`src/hdl/mfsp_pkg.sv`:
```
package mfsp_pkg;

	typedef enum logic [3:0] {
		PH_HDR       = 4'd0,
		PH_TRK_HDR   = 4'd1,
		PH_DELTA     = 4'd2,
		PH_STATUS    = 4'd3,
		PH_META_TYPE = 4'd4,
		PH_META_LEN  = 4'd5,
		PH_META_BODY = 4'd6,
		PH_SYSEX_LEN = 4'd7,
		PH_SYSEX_BODY = 4'd8,
		PH_DATA1     = 4'd9,
		PH_DATA2     = 4'd10,
		PH_SKIP      = 4'd11,
		PH_HALT      = 4'd12
	} phase_t;

	localparam logic [3:0] EV_HEADER     = 4'd0;
	localparam logic [3:0] EV_HDR_ERR    = 4'd1;
	localparam logic [3:0] EV_TRK_START  = 4'd2;
	localparam logic [3:0] EV_MARK_ERR   = 4'd3;
	localparam logic [3:0] EV_TEMPO      = 4'd4;
	localparam logic [3:0] EV_TIMESIG    = 4'd5;
	localparam logic [3:0] EV_KEYSIG     = 4'd6;
	localparam logic [3:0] EV_TRK_END    = 4'd7;
	localparam logic [3:0] EV_CHANNEL    = 4'd8;
	localparam logic [3:0] EV_SKIPPED    = 4'd9;
	localparam logic [3:0] EV_VLQ_ERR    = 4'd10;
	localparam logic [3:0] EV_STATUS_ERR = 4'd11;

	localparam logic [7:0] META_STATUS  = 8'hFF;
	localparam logic [7:0] META_TEMPO   = 8'h51;
	localparam logic [7:0] META_TIMESIG = 8'h58;
	localparam logic [7:0] META_KEYSIG  = 8'h59;
	localparam logic [7:0] META_EOT     = 8'h2F;
	localparam logic [7:0] SYSEX_F0     = 8'hF0;
	localparam logic [7:0] SYSEX_F7     = 8'hF7;

	localparam int TDATA_IN_W  = 8;
	localparam int TDATA_OUT_W = 88;

	typedef struct packed {
		logic [3:0]  event_kind;
		logic [27:0] delta_ticks;
		logic [7:0]  status_code;
		logic [31:0] payload;
		logic [15:0] division;
	} result_t;

	function automatic logic [7:0] hdr_magic(input logic [1:0] i);
		unique case (i)
			2'd0: hdr_magic = 8'h4d;
			2'd1: hdr_magic = 8'h54;
			2'd2: hdr_magic = 8'h68;
			default: hdr_magic = 8'h64;
		endcase
	endfunction

	function automatic logic [7:0] trk_magic(input logic [1:0] i);
		unique case (i)
			2'd0: trk_magic = 8'h4d;
			2'd1: trk_magic = 8'h54;
			2'd2: trk_magic = 8'h72;
			default: trk_magic = 8'h6b;
		endcase
	endfunction

	function automatic logic [2:0] meta_std_len(input logic [7:0] t);
		if (t == META_TEMPO) meta_std_len = 3'd3;
		else if (t == META_TIMESIG) meta_std_len = 3'd4;
		else if (t == META_KEYSIG) meta_std_len = 3'd2;
		else meta_std_len = 3'd0;
	endfunction

endpackage

```
`src/hdl/mfsp_core.sv`:
```
module mfsp_core
	import mfsp_pkg::*;
(
	input  logic          clk,
	input  logic          arst_n,
	input  logic          in_valid,
	input  logic [7:0]    in_byte,
	input  logic          in_start,
	output logic          res_valid,
	output result_t       res
);

	phase_t      phase_q, ph, ph_n;
	logic [3:0]  fbc_q, fbc, fbc_n;
	logic [31:0] tbl_q, tbl, tbl_n;
	logic [15:0] trl_q, trl, trl_n;
	logic [27:0] vacc_q, vacc, vacc_n;
	logic [2:0]  vcnt_q, vcnt, vcnt_n;
	logic [27:0] hdel_q, hdel, hdel_n;
	logic [7:0]  rs_q, rs, rs_n;
	logic [7:0]  mt_q, mt, mt_n;
	logic [31:0] bbl_q, bbl, bbl_n;
	logic [31:0] cw_q, cw, cw_n;
	logic [47:0] hw_q, hw, hw_n;

	logic        vflag;
	logic [1:0]  vres;
	logic [27:0] vval, vacc_sh;
	logic [2:0]  vcnt_inc;
	logic [31:0] bbl_dec;
	logic [3:0]  mkind;
	logic        one_db;
	logic [7:0]  b;

	always_comb begin
		b = in_byte;
		ph = phase_q; fbc = fbc_q; tbl = tbl_q; trl = trl_q; vacc = vacc_q;
		vcnt = vcnt_q; hdel = hdel_q; rs = rs_q; mt = mt_q; bbl = bbl_q; cw = cw_q;
		hw = hw_q;
		if (in_start) begin
			ph = PH_HDR; fbc = '0; tbl = '0; trl = '0; vacc = '0; vcnt = '0;
			hdel = '0; rs = '0; mt = '0; bbl = '0; cw = '0; hw = '0;
		end
		ph_n = ph; fbc_n = fbc; trl_n = trl; vacc_n = vacc; vcnt_n = vcnt;
		hdel_n = hdel; rs_n = rs; mt_n = mt; bbl_n = bbl; cw_n = cw; hw_n = hw;
		tbl_n = tbl;
		if (ph >= PH_DELTA && ph <= PH_SKIP && tbl != '0) tbl_n = tbl - 32'd1;
		res_valid = 1'b0;
		res = '0;

		// vlq step
		vacc_sh = {vacc[20:0], b[6:0]};
		vcnt_inc = vcnt + 3'd1;
		vval = vacc_sh;
		vres = 2'd0;
		if (!b[7]) vres = 2'd1;
		else if (vcnt_inc >= 3'd4) vres = 2'd2;

		one_db = (rs[7:4] == 4'hC) || (rs[7:4] == 4'hD);
		bbl_dec = (bbl != '0) ? bbl - 32'd1 : bbl;
		vflag = 1'b0;

		// meta completion kind (cw_n resolved per phase)
		mkind = EV_SKIPPED;
		if (mt == META_TEMPO) mkind = EV_TEMPO;
		else if (mt == META_TIMESIG) mkind = EV_TIMESIG;
		else if (mt == META_KEYSIG) mkind = EV_KEYSIG;
		else if (mt == META_EOT) mkind = EV_TRK_END;

		unique case (ph)
			PH_HDR: begin
				if (fbc < 4'd4 && b != hdr_magic(fbc[1:0])) begin
					res_valid = 1'b1;
					res.event_kind = EV_HDR_ERR;
					ph_n = PH_HALT;
				end else begin
					if (fbc >= 4'd8) hw_n = {hw[39:0], b};
					if (fbc >= 4'd13) begin
						res_valid = 1'b1;
						res.event_kind = EV_HEADER;
						res.payload = hw_n[47:16];
						res.division = hw_n[15:0];
						trl_n = hw_n[31:16];
						fbc_n = '0;
						ph_n = (hw_n[31:16] == '0) ? PH_HALT : PH_TRK_HDR;
					end else fbc_n = fbc + 4'd1;
				end
			end
			PH_TRK_HDR: begin
				if (fbc < 4'd4 && b != trk_magic(fbc[1:0])) begin
					res_valid = 1'b1;
					res.event_kind = EV_MARK_ERR;
					ph_n = PH_HALT;
				end else begin
					if (fbc >= 4'd4) cw_n = {cw[23:0], b};
					if (fbc >= 4'd7) begin
						tbl_n = cw_n;
						res_valid = 1'b1;
						res.event_kind = EV_TRK_START;
						res.payload = cw_n;
						rs_n = '0; hdel_n = '0; vacc_n = '0; vcnt_n = '0; fbc_n = '0;
						if (cw_n == '0) vflag = 1'b1;
						else ph_n = PH_DELTA;
					end else fbc_n = fbc + 4'd1;
				end
			end
			PH_DELTA: begin
				vacc_n = vacc_sh; vcnt_n = vcnt_inc;
				if (vres == 2'd1) begin
					vacc_n = '0; vcnt_n = '0; hdel_n = vval; ph_n = PH_STATUS;
				end else if (vres == 2'd2) begin
					vacc_n = '0; vcnt_n = '0;
					res_valid = 1'b1;
					res.event_kind = EV_VLQ_ERR;
					ph_n = PH_SKIP;
				end
			end
			PH_STATUS: begin
				res.delta_ticks = hdel;
				if (b == META_STATUS) begin
					rs_n = '0; ph_n = PH_META_TYPE;
				end else if (b == SYSEX_F0 || b == SYSEX_F7) begin
					rs_n = '0; mt_n = b; ph_n = PH_SYSEX_LEN;
				end else if (b[7] && b < 8'hF0) begin
					rs_n = b; ph_n = PH_DATA1;
				end else if (b[7] || rs == '0) begin
					res_valid = 1'b1;
					res.event_kind = EV_STATUS_ERR;
					res.status_code = b[7] ? b : 8'd0;
					res.payload = {24'd0, b};
					vacc_n = '0; vcnt_n = '0;
					ph_n = PH_SKIP;
				end else begin
					cw_n = {24'd0, b};
					if (one_db) begin
						res_valid = 1'b1;
						res.event_kind = EV_CHANNEL;
						res.status_code = rs;
						res.payload = {16'd0, b, 8'd0};
						ph_n = PH_DELTA;
					end else ph_n = PH_DATA2;
				end
			end
			PH_DATA1, PH_DATA2: begin
				res.delta_ticks = hdel;
				res.status_code = rs;
				if (b[7]) begin
					res_valid = 1'b1;
					res.event_kind = EV_STATUS_ERR;
					res.payload = {24'd0, b};
					vacc_n = '0; vcnt_n = '0;
					ph_n = PH_SKIP;
				end else if (ph == PH_DATA1 && !one_db) begin
					cw_n = {24'd0, b}; ph_n = PH_DATA2;
				end else begin
					res_valid = 1'b1;
					res.event_kind = EV_CHANNEL;
					res.payload = (ph == PH_DATA1) ? {16'd0, b, 8'd0}
						: {16'd0, 1'b0, cw[6:0], b};
					ph_n = PH_DELTA;
				end
			end
			PH_META_TYPE: begin
				mt_n = b; ph_n = PH_META_LEN;
			end
			PH_META_LEN: begin
				vacc_n = vacc_sh; vcnt_n = vcnt_inc;
				res.delta_ticks = hdel;
				if (vres == 2'd1) begin
					vacc_n = '0; vcnt_n = '0;
					bbl_n = {4'd0, vval}; fbc_n = '0;
					cw_n = (meta_std_len(mt) != 3'd0) ? 32'd0 : {4'd0, vval};
					if (vval == '0) begin
						res_valid = 1'b1;
						res.event_kind = mkind;
						res.status_code = mt;
						res.payload = (mkind == EV_TRK_END) ? 32'd0 : cw_n;
						ph_n = PH_DELTA;
						if (mkind == EV_TRK_END) ph_n = PH_SKIP;
					end else ph_n = PH_META_BODY;
				end else if (vres == 2'd2) begin
					vacc_n = '0; vcnt_n = '0;
					res_valid = 1'b1;
					res.event_kind = EV_VLQ_ERR;
					res.status_code = META_STATUS;
					ph_n = PH_SKIP;
				end
			end
			PH_META_BODY: begin
				res.delta_ticks = hdel;
				if ({1'b0, fbc} < {2'b0, meta_std_len(mt)}) begin
					cw_n = {cw[23:0], b}; fbc_n = fbc + 4'd1;
				end
				bbl_n = bbl_dec;
				if (bbl_dec == '0) begin
					res_valid = 1'b1;
					res.event_kind = mkind;
					res.status_code = mt;
					res.payload = (mkind == EV_TRK_END) ? 32'd0 : cw_n;
					ph_n = PH_DELTA;
					if (mkind == EV_TRK_END) begin
						vacc_n = '0; vcnt_n = '0; ph_n = PH_SKIP;
					end
				end
			end
			PH_SYSEX_LEN: begin
				vacc_n = vacc_sh; vcnt_n = vcnt_inc;
				res.delta_ticks = hdel;
				res.status_code = mt;
				if (vres == 2'd1) begin
					vacc_n = '0; vcnt_n = '0;
					bbl_n = {4'd0, vval}; cw_n = {4'd0, vval};
					if (vval == '0) begin
						res_valid = 1'b1;
						res.event_kind = EV_SKIPPED;
						ph_n = PH_DELTA;
					end else ph_n = PH_SYSEX_BODY;
				end else if (vres == 2'd2) begin
					vacc_n = '0; vcnt_n = '0;
					res_valid = 1'b1;
					res.event_kind = EV_VLQ_ERR;
					ph_n = PH_SKIP;
				end
			end
			PH_SYSEX_BODY: begin
				bbl_n = bbl_dec;
				if (bbl_dec == '0) begin
					res_valid = 1'b1;
					res.event_kind = EV_SKIPPED;
					res.delta_ticks = hdel;
					res.status_code = mt;
					res.payload = cw;
					ph_n = PH_DELTA;
				end
			end
			PH_SKIP: begin
				if (tbl_n == '0) vflag = 1'b1;
			end
			default: ph_n = PH_HALT;
		endcase

		// event end: spent budget or abandon goes to next track, or halts after the last track
		if ((ph_n == PH_DELTA || ph_n == PH_SKIP) && ph != PH_TRK_HDR && ph != PH_SKIP
			&& !(ph == PH_DELTA && ph_n == PH_DELTA) && tbl_n == '0) vflag = 1'b1;
		if (vflag) begin
			if (trl_n != '0) trl_n = trl_n - 16'd1;
			fbc_n = '0;
			ph_n = (trl_n == '0) ? PH_HALT : PH_TRK_HDR;
		end
		res_valid = res_valid & in_valid;
	end

	always_ff @(posedge clk or negedge arst_n) begin
		if (!arst_n) begin
			phase_q <= PH_HDR; fbc_q <= '0; tbl_q <= '0; trl_q <= '0; vacc_q <= '0;
			vcnt_q <= '0; hdel_q <= '0; rs_q <= '0; mt_q <= '0; bbl_q <= '0;
			cw_q <= '0; hw_q <= '0;
		end else if (in_valid) begin
			phase_q <= ph_n; fbc_q <= fbc_n; tbl_q <= tbl_n; trl_q <= trl_n;
			vacc_q <= vacc_n; vcnt_q <= vcnt_n; hdel_q <= hdel_n; rs_q <= rs_n;
			mt_q <= mt_n; bbl_q <= bbl_n; cw_q <= cw_n; hw_q <= hw_n;
		end
	end

endmodule

```
`src/hdl/mfsp_out_buf.sv`:
```
module mfsp_out_buf
	import mfsp_pkg::*;
(
	input  logic    clk,
	input  logic    arst_n,
	input  logic    wr_valid,
	input  result_t wr_data,
	output logic    wr_ready,
	output logic    rd_valid,
	input  logic    rd_ready,
	output result_t rd_data
);

	// two-entry skid: main output register plus one spare
	logic    full_q, spare_q;
	result_t main_q, skid_q;

	assign wr_ready = !spare_q;
	assign rd_valid = full_q;
	assign rd_data  = main_q;

	always_ff @(posedge clk or negedge arst_n) begin
		if (!arst_n) begin
			full_q  <= 1'b0;
			spare_q <= 1'b0;
		end else begin
			if (!full_q || rd_ready) begin
				full_q  <= spare_q || wr_valid;
				spare_q <= 1'b0;
			end else if (wr_valid) begin
				spare_q <= 1'b1;
			end
		end
	end

	always_ff @(posedge clk) begin
		if (!full_q || rd_ready) begin
			main_q <= spare_q ? skid_q : wr_data;
		end
		if (wr_valid && !spare_q) skid_q <= wr_data;
	end

endmodule

```
`src/hdl/midi_file_stream_parser.sv`:
```
// midi file parser, one file byte per item
// input: s_axis_tdata carries the byte, s_axis_tuser the file start flag;
// raise file_start with the first byte of each file to restart parsing
// output: one result item per reported event on m_axis, packed as
// event_kind, delta_ticks, status_code, payload, division (lowest bit up)
// a result is registered in the output buffer from the byte that completes it
// throughput: one byte per cycle while s_axis_tready is high; the parse state register is updated
// by a single combinational pass per byte
// a two-entry output buffer lets bytes keep flowing while a result waits;
// s_axis_tready drops only when both entries are held by a stalled receiver
// reset: parser waits for the header, output buffer empty
// bytes after a halt or after the last track are consumed and dropped
module midi_file_stream_parser
	import mfsp_pkg::*;
(
	input  logic                   clk,
	input  logic                   arst_n,
	input  logic                   s_axis_tvalid,
	output logic                   s_axis_tready,
	input  logic [TDATA_IN_W-1:0]  s_axis_tdata,  // data_byte
	input  logic                   s_axis_tuser,  // file_start
	output logic                   m_axis_tvalid,
	input  logic                   m_axis_tready,
	output logic [TDATA_OUT_W-1:0] m_axis_tdata   // kind, delta, status, payload, division
);

	logic    acc, res_valid, buf_ready;
	result_t res, out;

	assign s_axis_tready = buf_ready;
	assign acc = s_axis_tvalid && buf_ready;

	mfsp_core u_core (
		.clk(clk), .arst_n(arst_n), .in_valid(acc), .in_byte(s_axis_tdata),
		.in_start(s_axis_tuser), .res_valid(res_valid), .res(res)
	);

	mfsp_out_buf u_buf (
		.clk(clk), .arst_n(arst_n), .wr_valid(res_valid), .wr_data(res),
		.wr_ready(buf_ready), .rd_valid(m_axis_tvalid), .rd_ready(m_axis_tready),
		.rd_data(out)
	);

	assign m_axis_tdata = {out.division, out.payload, out.status_code,
		out.delta_ticks, out.event_kind};

`ifndef SYNTHESIS
	a_kind_range: assert property (@(posedge clk) disable iff (!arst_n)
		m_axis_tvalid |-> m_axis_tdata[3:0] <= EV_STATUS_ERR)
		else $error("bad event kind");
	a_div_only_hdr: assert property (@(posedge clk) disable iff (!arst_n)
		(m_axis_tvalid && m_axis_tdata[3:0] != EV_HEADER) |-> m_axis_tdata[87:72] == 16'd0)
		else $error("division outside header");
	a_no_take_full: assert property (@(posedge clk) disable iff (!arst_n)
		!s_axis_tready |=> m_axis_tvalid)
		else $error("stall without pending result");
`endif

endmodule
```
`config.mk`:
```
export PLATFORM = sky130hd
export DESIGN_NAME = midi_file_stream_parser
export DESIGN_NICKNAME = d
export VERILOG_FILES = /design/src/hdl/mfsp_pkg.sv /design/src/hdl/mfsp_core.sv /design/src/hdl/mfsp_out_buf.sv /design/src/hdl/midi_file_stream_parser.sv
export SDC_FILE = /design/constraint.sdc
export NUM_CORES = 1
export LEC_CHECK = 0
export BUFFER_PORTS_ARGS = -buffer_cell sky130_fd_sc_hd__buf_2
export CORE_ASPECT_RATIO = 0.6
export CORE_MARGIN = 4
export CORE_UTILIZATION = 45
export DETAILED_ROUTE_END_ITERATION = 10
export GPL_TIMING_DRIVEN = 0
export RECOVER_POWER = 100
export SYNTH_ARGS = -nofsm -noshare
export SYNTH_HDL_FRONTEND = slang
export SYNTH_SLANG_ARGS = --single-unit
export TNS_END_PERCENT = 5
```
`constraint.sdc`:
```
create_clock -name clk -period 21.8 [get_ports clk]
set_input_delay 1.09 -clock clk [delete_from_list [all_inputs] [get_ports clk]]
set_output_delay 1.09 -clock clk [all_outputs]
set_load 0.02 [all_outputs]
```
==> results.md <==
- Clock Tree Buf Depth: 3
- Initial antenna violation count: 3
- Worst-Margin Slew: approximately 5 ns
- Post-synth EDFFs: ~180
- Final WS setup: a little under 5 ns
- Post-synth ARST share: between 50% and 60%
- H-tree depth: 2
- Remaining antenna violation count: 0
- Crit path launch type: primary input
- First-pass GRT wire length: 188000 microns
- WHS Endpoint: u_core.trl_q[13]$_DFFE_PN0P_
- Routed WL: between 100000 and 150000 microns
- Cells after synthesis: about 2900
- Max FO, Critical Path: 10
- Fill count: ~5300
- Ys Warns: 0
- P&R area growth vs syn: 10.4%
- Net Sw Power: 1.18 mW
- PortBufs: 100
- Int Pwr: between 1.5 and 2 mW
- Final global-route overflow total: 0
- Syn Nets: 2898
- Commonest non-fill, non-tap cells in the layout: nand2_1 (394), clkbuf_1 (326), o21ai_0 (251)
- Leakage power: around 11 nW
- Critical path class: in2reg
- Setup TNS: 0 ns
- Post-synthesis register bit count: a little over 400
- Dpl ws: approximately 8.7 ns
- Slew headroom: -233%
- Placement Cell Area: approximately 27000 sq um
- Hold WC Path Type: reg2reg
- Cts-stage hold buffer count: 0
- Req. time, crit path: around 22 ns
- Ys flop type: dfrtp_1
- WHS Path Cells: 2
- Fmax: 59.3 MHz
- Vias in the first global route: between 20000 and 25000
- Layout Nets: slightly above 3000
- Worst path max stage delay: about 1.0 ns
- Clock Skews: between 0.03 and 0.04 ns
- Postcts setup bufs: 0
- VDD IR max: just over 50 uV
- Synth Cell Area: approximately 26000 sq um
- # IOs: just over 100
- Clock Sink Count: about 410
- Synth cell types: 89
- Comb power frac: 36.1%
- Synth area leader: dfrtp_1
- Final Cell Area: about 28000 sq um
- Die Span X: roughly 320 microns
- Status: finished with violations
- First DRT Iteration DRCs: 5201
- CP most frequent cell: clkbuf_1
- Sequential cell fraction of total power: 37.1%
- Syn avg cell area: between 8 and 9 sq um
- Worst r2r dst: u_buf.skid_q[32]$_DFFE_PP_
- Critical path arrival: 17.40 ns
- Pre-Repair DR Iteration Count: 7
- FF-to-FF setup slack: between 10 and 15 ns
- Reg-to-Reg Start: u_core.bbl_q[4]$_DFFE_PN0P_
- Fin. Hold Viols: 0
- Largest net degree at the start of global routing: 93
- Total CTS buffers: 42
- RSZ-0062 raised after global routing: false
- CTS-repair resized insts: 0
- Synth top area share: 23.1%
- Clock transition at path regs: approximately 0.070 ns
- MaxCap Viol Count: 8
- Die Y: about 190 microns
- RePlAce Congestion: roughly 1.1
- Slowest stage cell, crit path: clkbuf_1
- Most common cell after layout, fill and taps aside: nand2_1
- Fin. max-slew vios: between 300 and 400
- Root Driver: clkbuf_16
- Seq/Total Area, Yosys: between 40% and 50%
- Worst R2R Path Depth: 16
- Final setup viols: 0
- # rows: between 60 and 70
- Die area: 61300 sq um
- Wire length per cell: ~35 microns
- Initial Utilization: between 40% and 50%
- Clock power frac: between 20% and 30%
- DRC viols: 0
- CTS tree: done
- Sw Ratio: between 40% and 50%
- Min Hold Slack: slightly below 0.5 ns
- Share of layout cells above drive strength 1: slightly above 7%
- Crit. End Element: register
- Failing checks: max-capacitance violations, max-slew violations
- Most area-consuming cells after synthesis: dfrtp_1 (23%), edfxtp_1 (21%), nand2_1 (5.7%)
- GR Util All Layers: a little over two fifths
- DPL Wire Length: between 100000 and 150000 microns
- PwrDens: 98.4 nW/um^2
- Core area: 56300 sq um
- Routed vias/inst: between 7 and 8
- Tmin final: approximately 17 ns
- Fin crit share: between 70% and 80%
- Skew-Pair Late Insertion Delay: between 0.6 and 0.7 ns
- Worst hold start: u_core.trl_q[13]$_DFFE_PN0P_
- Vias after detailed routing: 27772
==> kinds of logic after synthesis <==
group	share of synthesized area, %
multiplexers	6.35
flip-flops	43.6
XOR/XNOR	0.952
AO/OA/AOI/OAI	24.8
AND/OR/NAND/NOR	19.1
adder cells (fa/ha/maj)	0.583
buffers and inverters	4.56
==> area by class of cell <==
type / count / area (sq um) / area share, %
diodes: 4 / 10.0 / 0.0352
plain buffers: 254 / 988 / 3.48
clock buffers: 50 / 1090 / 3.84
clock inverters: 28 / 241 / 0.849
inverters: 40 / 150 / 0.528
multi-input cells: 2165 / 13300 / 46.8
flip-flops and latches: 414 / 11200 / 39.5
well taps: 759 / 950 / 3.34
repair buffers: 113 / 452 / 1.59
==> worst max-delay path, delay by kind of cell <==
kind / cells / cell delay [ns]
AO/OA/AOI/OAI: 7 / 2.56
XOR/XNOR: 1 / 0.40
adder cells (fa/ha/maj): 1 / 0.29
buffers and inverters: 16 / 11.60
AND/OR/NAND/NOR: 5 / 1.37
==> power by group through the flow <==
stage / clock, mW / combinational [mW] / sequential (mW)
2_1_floorplan: 0 / 0.573 / 1.07
5_1_grt: 0.772 / 1.06 / 1.05
6_report: 0.749 / 1.01 / 1.04
3_3_place_gp: 0 / 0.965 / 1.05
4_1_cts: 0.739 / 0.985 / 1.03
3_5_place_dp: 0 / 0.980 / 1.04
==> through the flow <==
step           std cells  util [%]  total power, mW
2_1_floorplan       2873         -             1.65
3_3_place_gp        3732      48.4             2.02
3_5_place_dp        3745      48.8             2.02
4_1_cts             3823      51.2             2.75
5_1_grt             3823      50.5             2.88
6_report            3827      50.6             2.80
==> state kept, by name (all words and copies together) (netlist names), 4 cells and up <==
| signal | cells |
|---|---|
| u_core.phase_q | 4 |
| u_core.fbc_q | 4 |
| u_core.hw_q | 48 |
| u_core.rs_q | 8 |
| u_core.trl_q | 16 |
| u_core.bbl_q | 32 |
| u_core.tbl_q | 32 |
| u_core.mt_q | 8 |
| u_buf.rd_data | 88 |
| u_buf.skid_q | 88 |
| u_core.vacc_q | 21 |
| u_core.cw_q | 32 |
| u_core.hdel_q | 28 |
==> worst max path at each step <==
stage,from,end,slack [ns],cells past startpoint
after floorplan,s_axis_tuser,u_buf.skid_q[0]$_DFFE_PP_,9.42,21
after global placement,s_axis_tuser,u_buf.skid_q[38]$_DFFE_PP_,1.82,21
after detailed placement,s_axis_tuser,u_core.trl_q[5]$_DFFE_PN0P_,8.72,30
after CTS,s_axis_tuser,u_core.trl_q[9]$_DFFE_PN0P_,9.34,28
after global routing,s_axis_tuser,u_core.trl_q[3]$_DFFE_PN0P_,5.46,30
final,s_axis_tuser,u_core.trl_q[5]$_DFFE_PN0P_,4.92,30
==> per-layer routing <==
metal	track usage, %	wire (microns)	up-vias
met5	0	101	-
met4	14.7	6110	8
met3	23.8	26000	384
met2	50.2	47200	2601
met1	63.5	56200	13633
li1	-	-	11146
==> cell usage after synthesis (11+ instances only) <==
cell and count:
ha_1 12, or3_1 27, o21ai_0 245, mux2_2 92, nor3_1 77, o31ai_1 36
a22o_1 73, a31oi_1 33, a221o_1 48, edfxtp_1 176, a211oi_1 16, o221ai_1 12
clkbuf_1 196, o21a_1 11, a221oi_1 18, or4_1 18, buf_2 29, nand2b_1 20
dfrtp_1 238, a22oi_1 92, nand4_1 26, xnor2_1 22, and3_1 14, inv_1 40
buf_1 21, a21oi_1 186, nor4_1 54, nand2_1 394, mux2i_1 60, o22ai_1 25
o311ai_0 12, nand3_1 46, nor2b_1 36, o211ai_1 19, and2_1 42, nor2_1 210
Note: power is estimated with default switching activity, not from simulation.
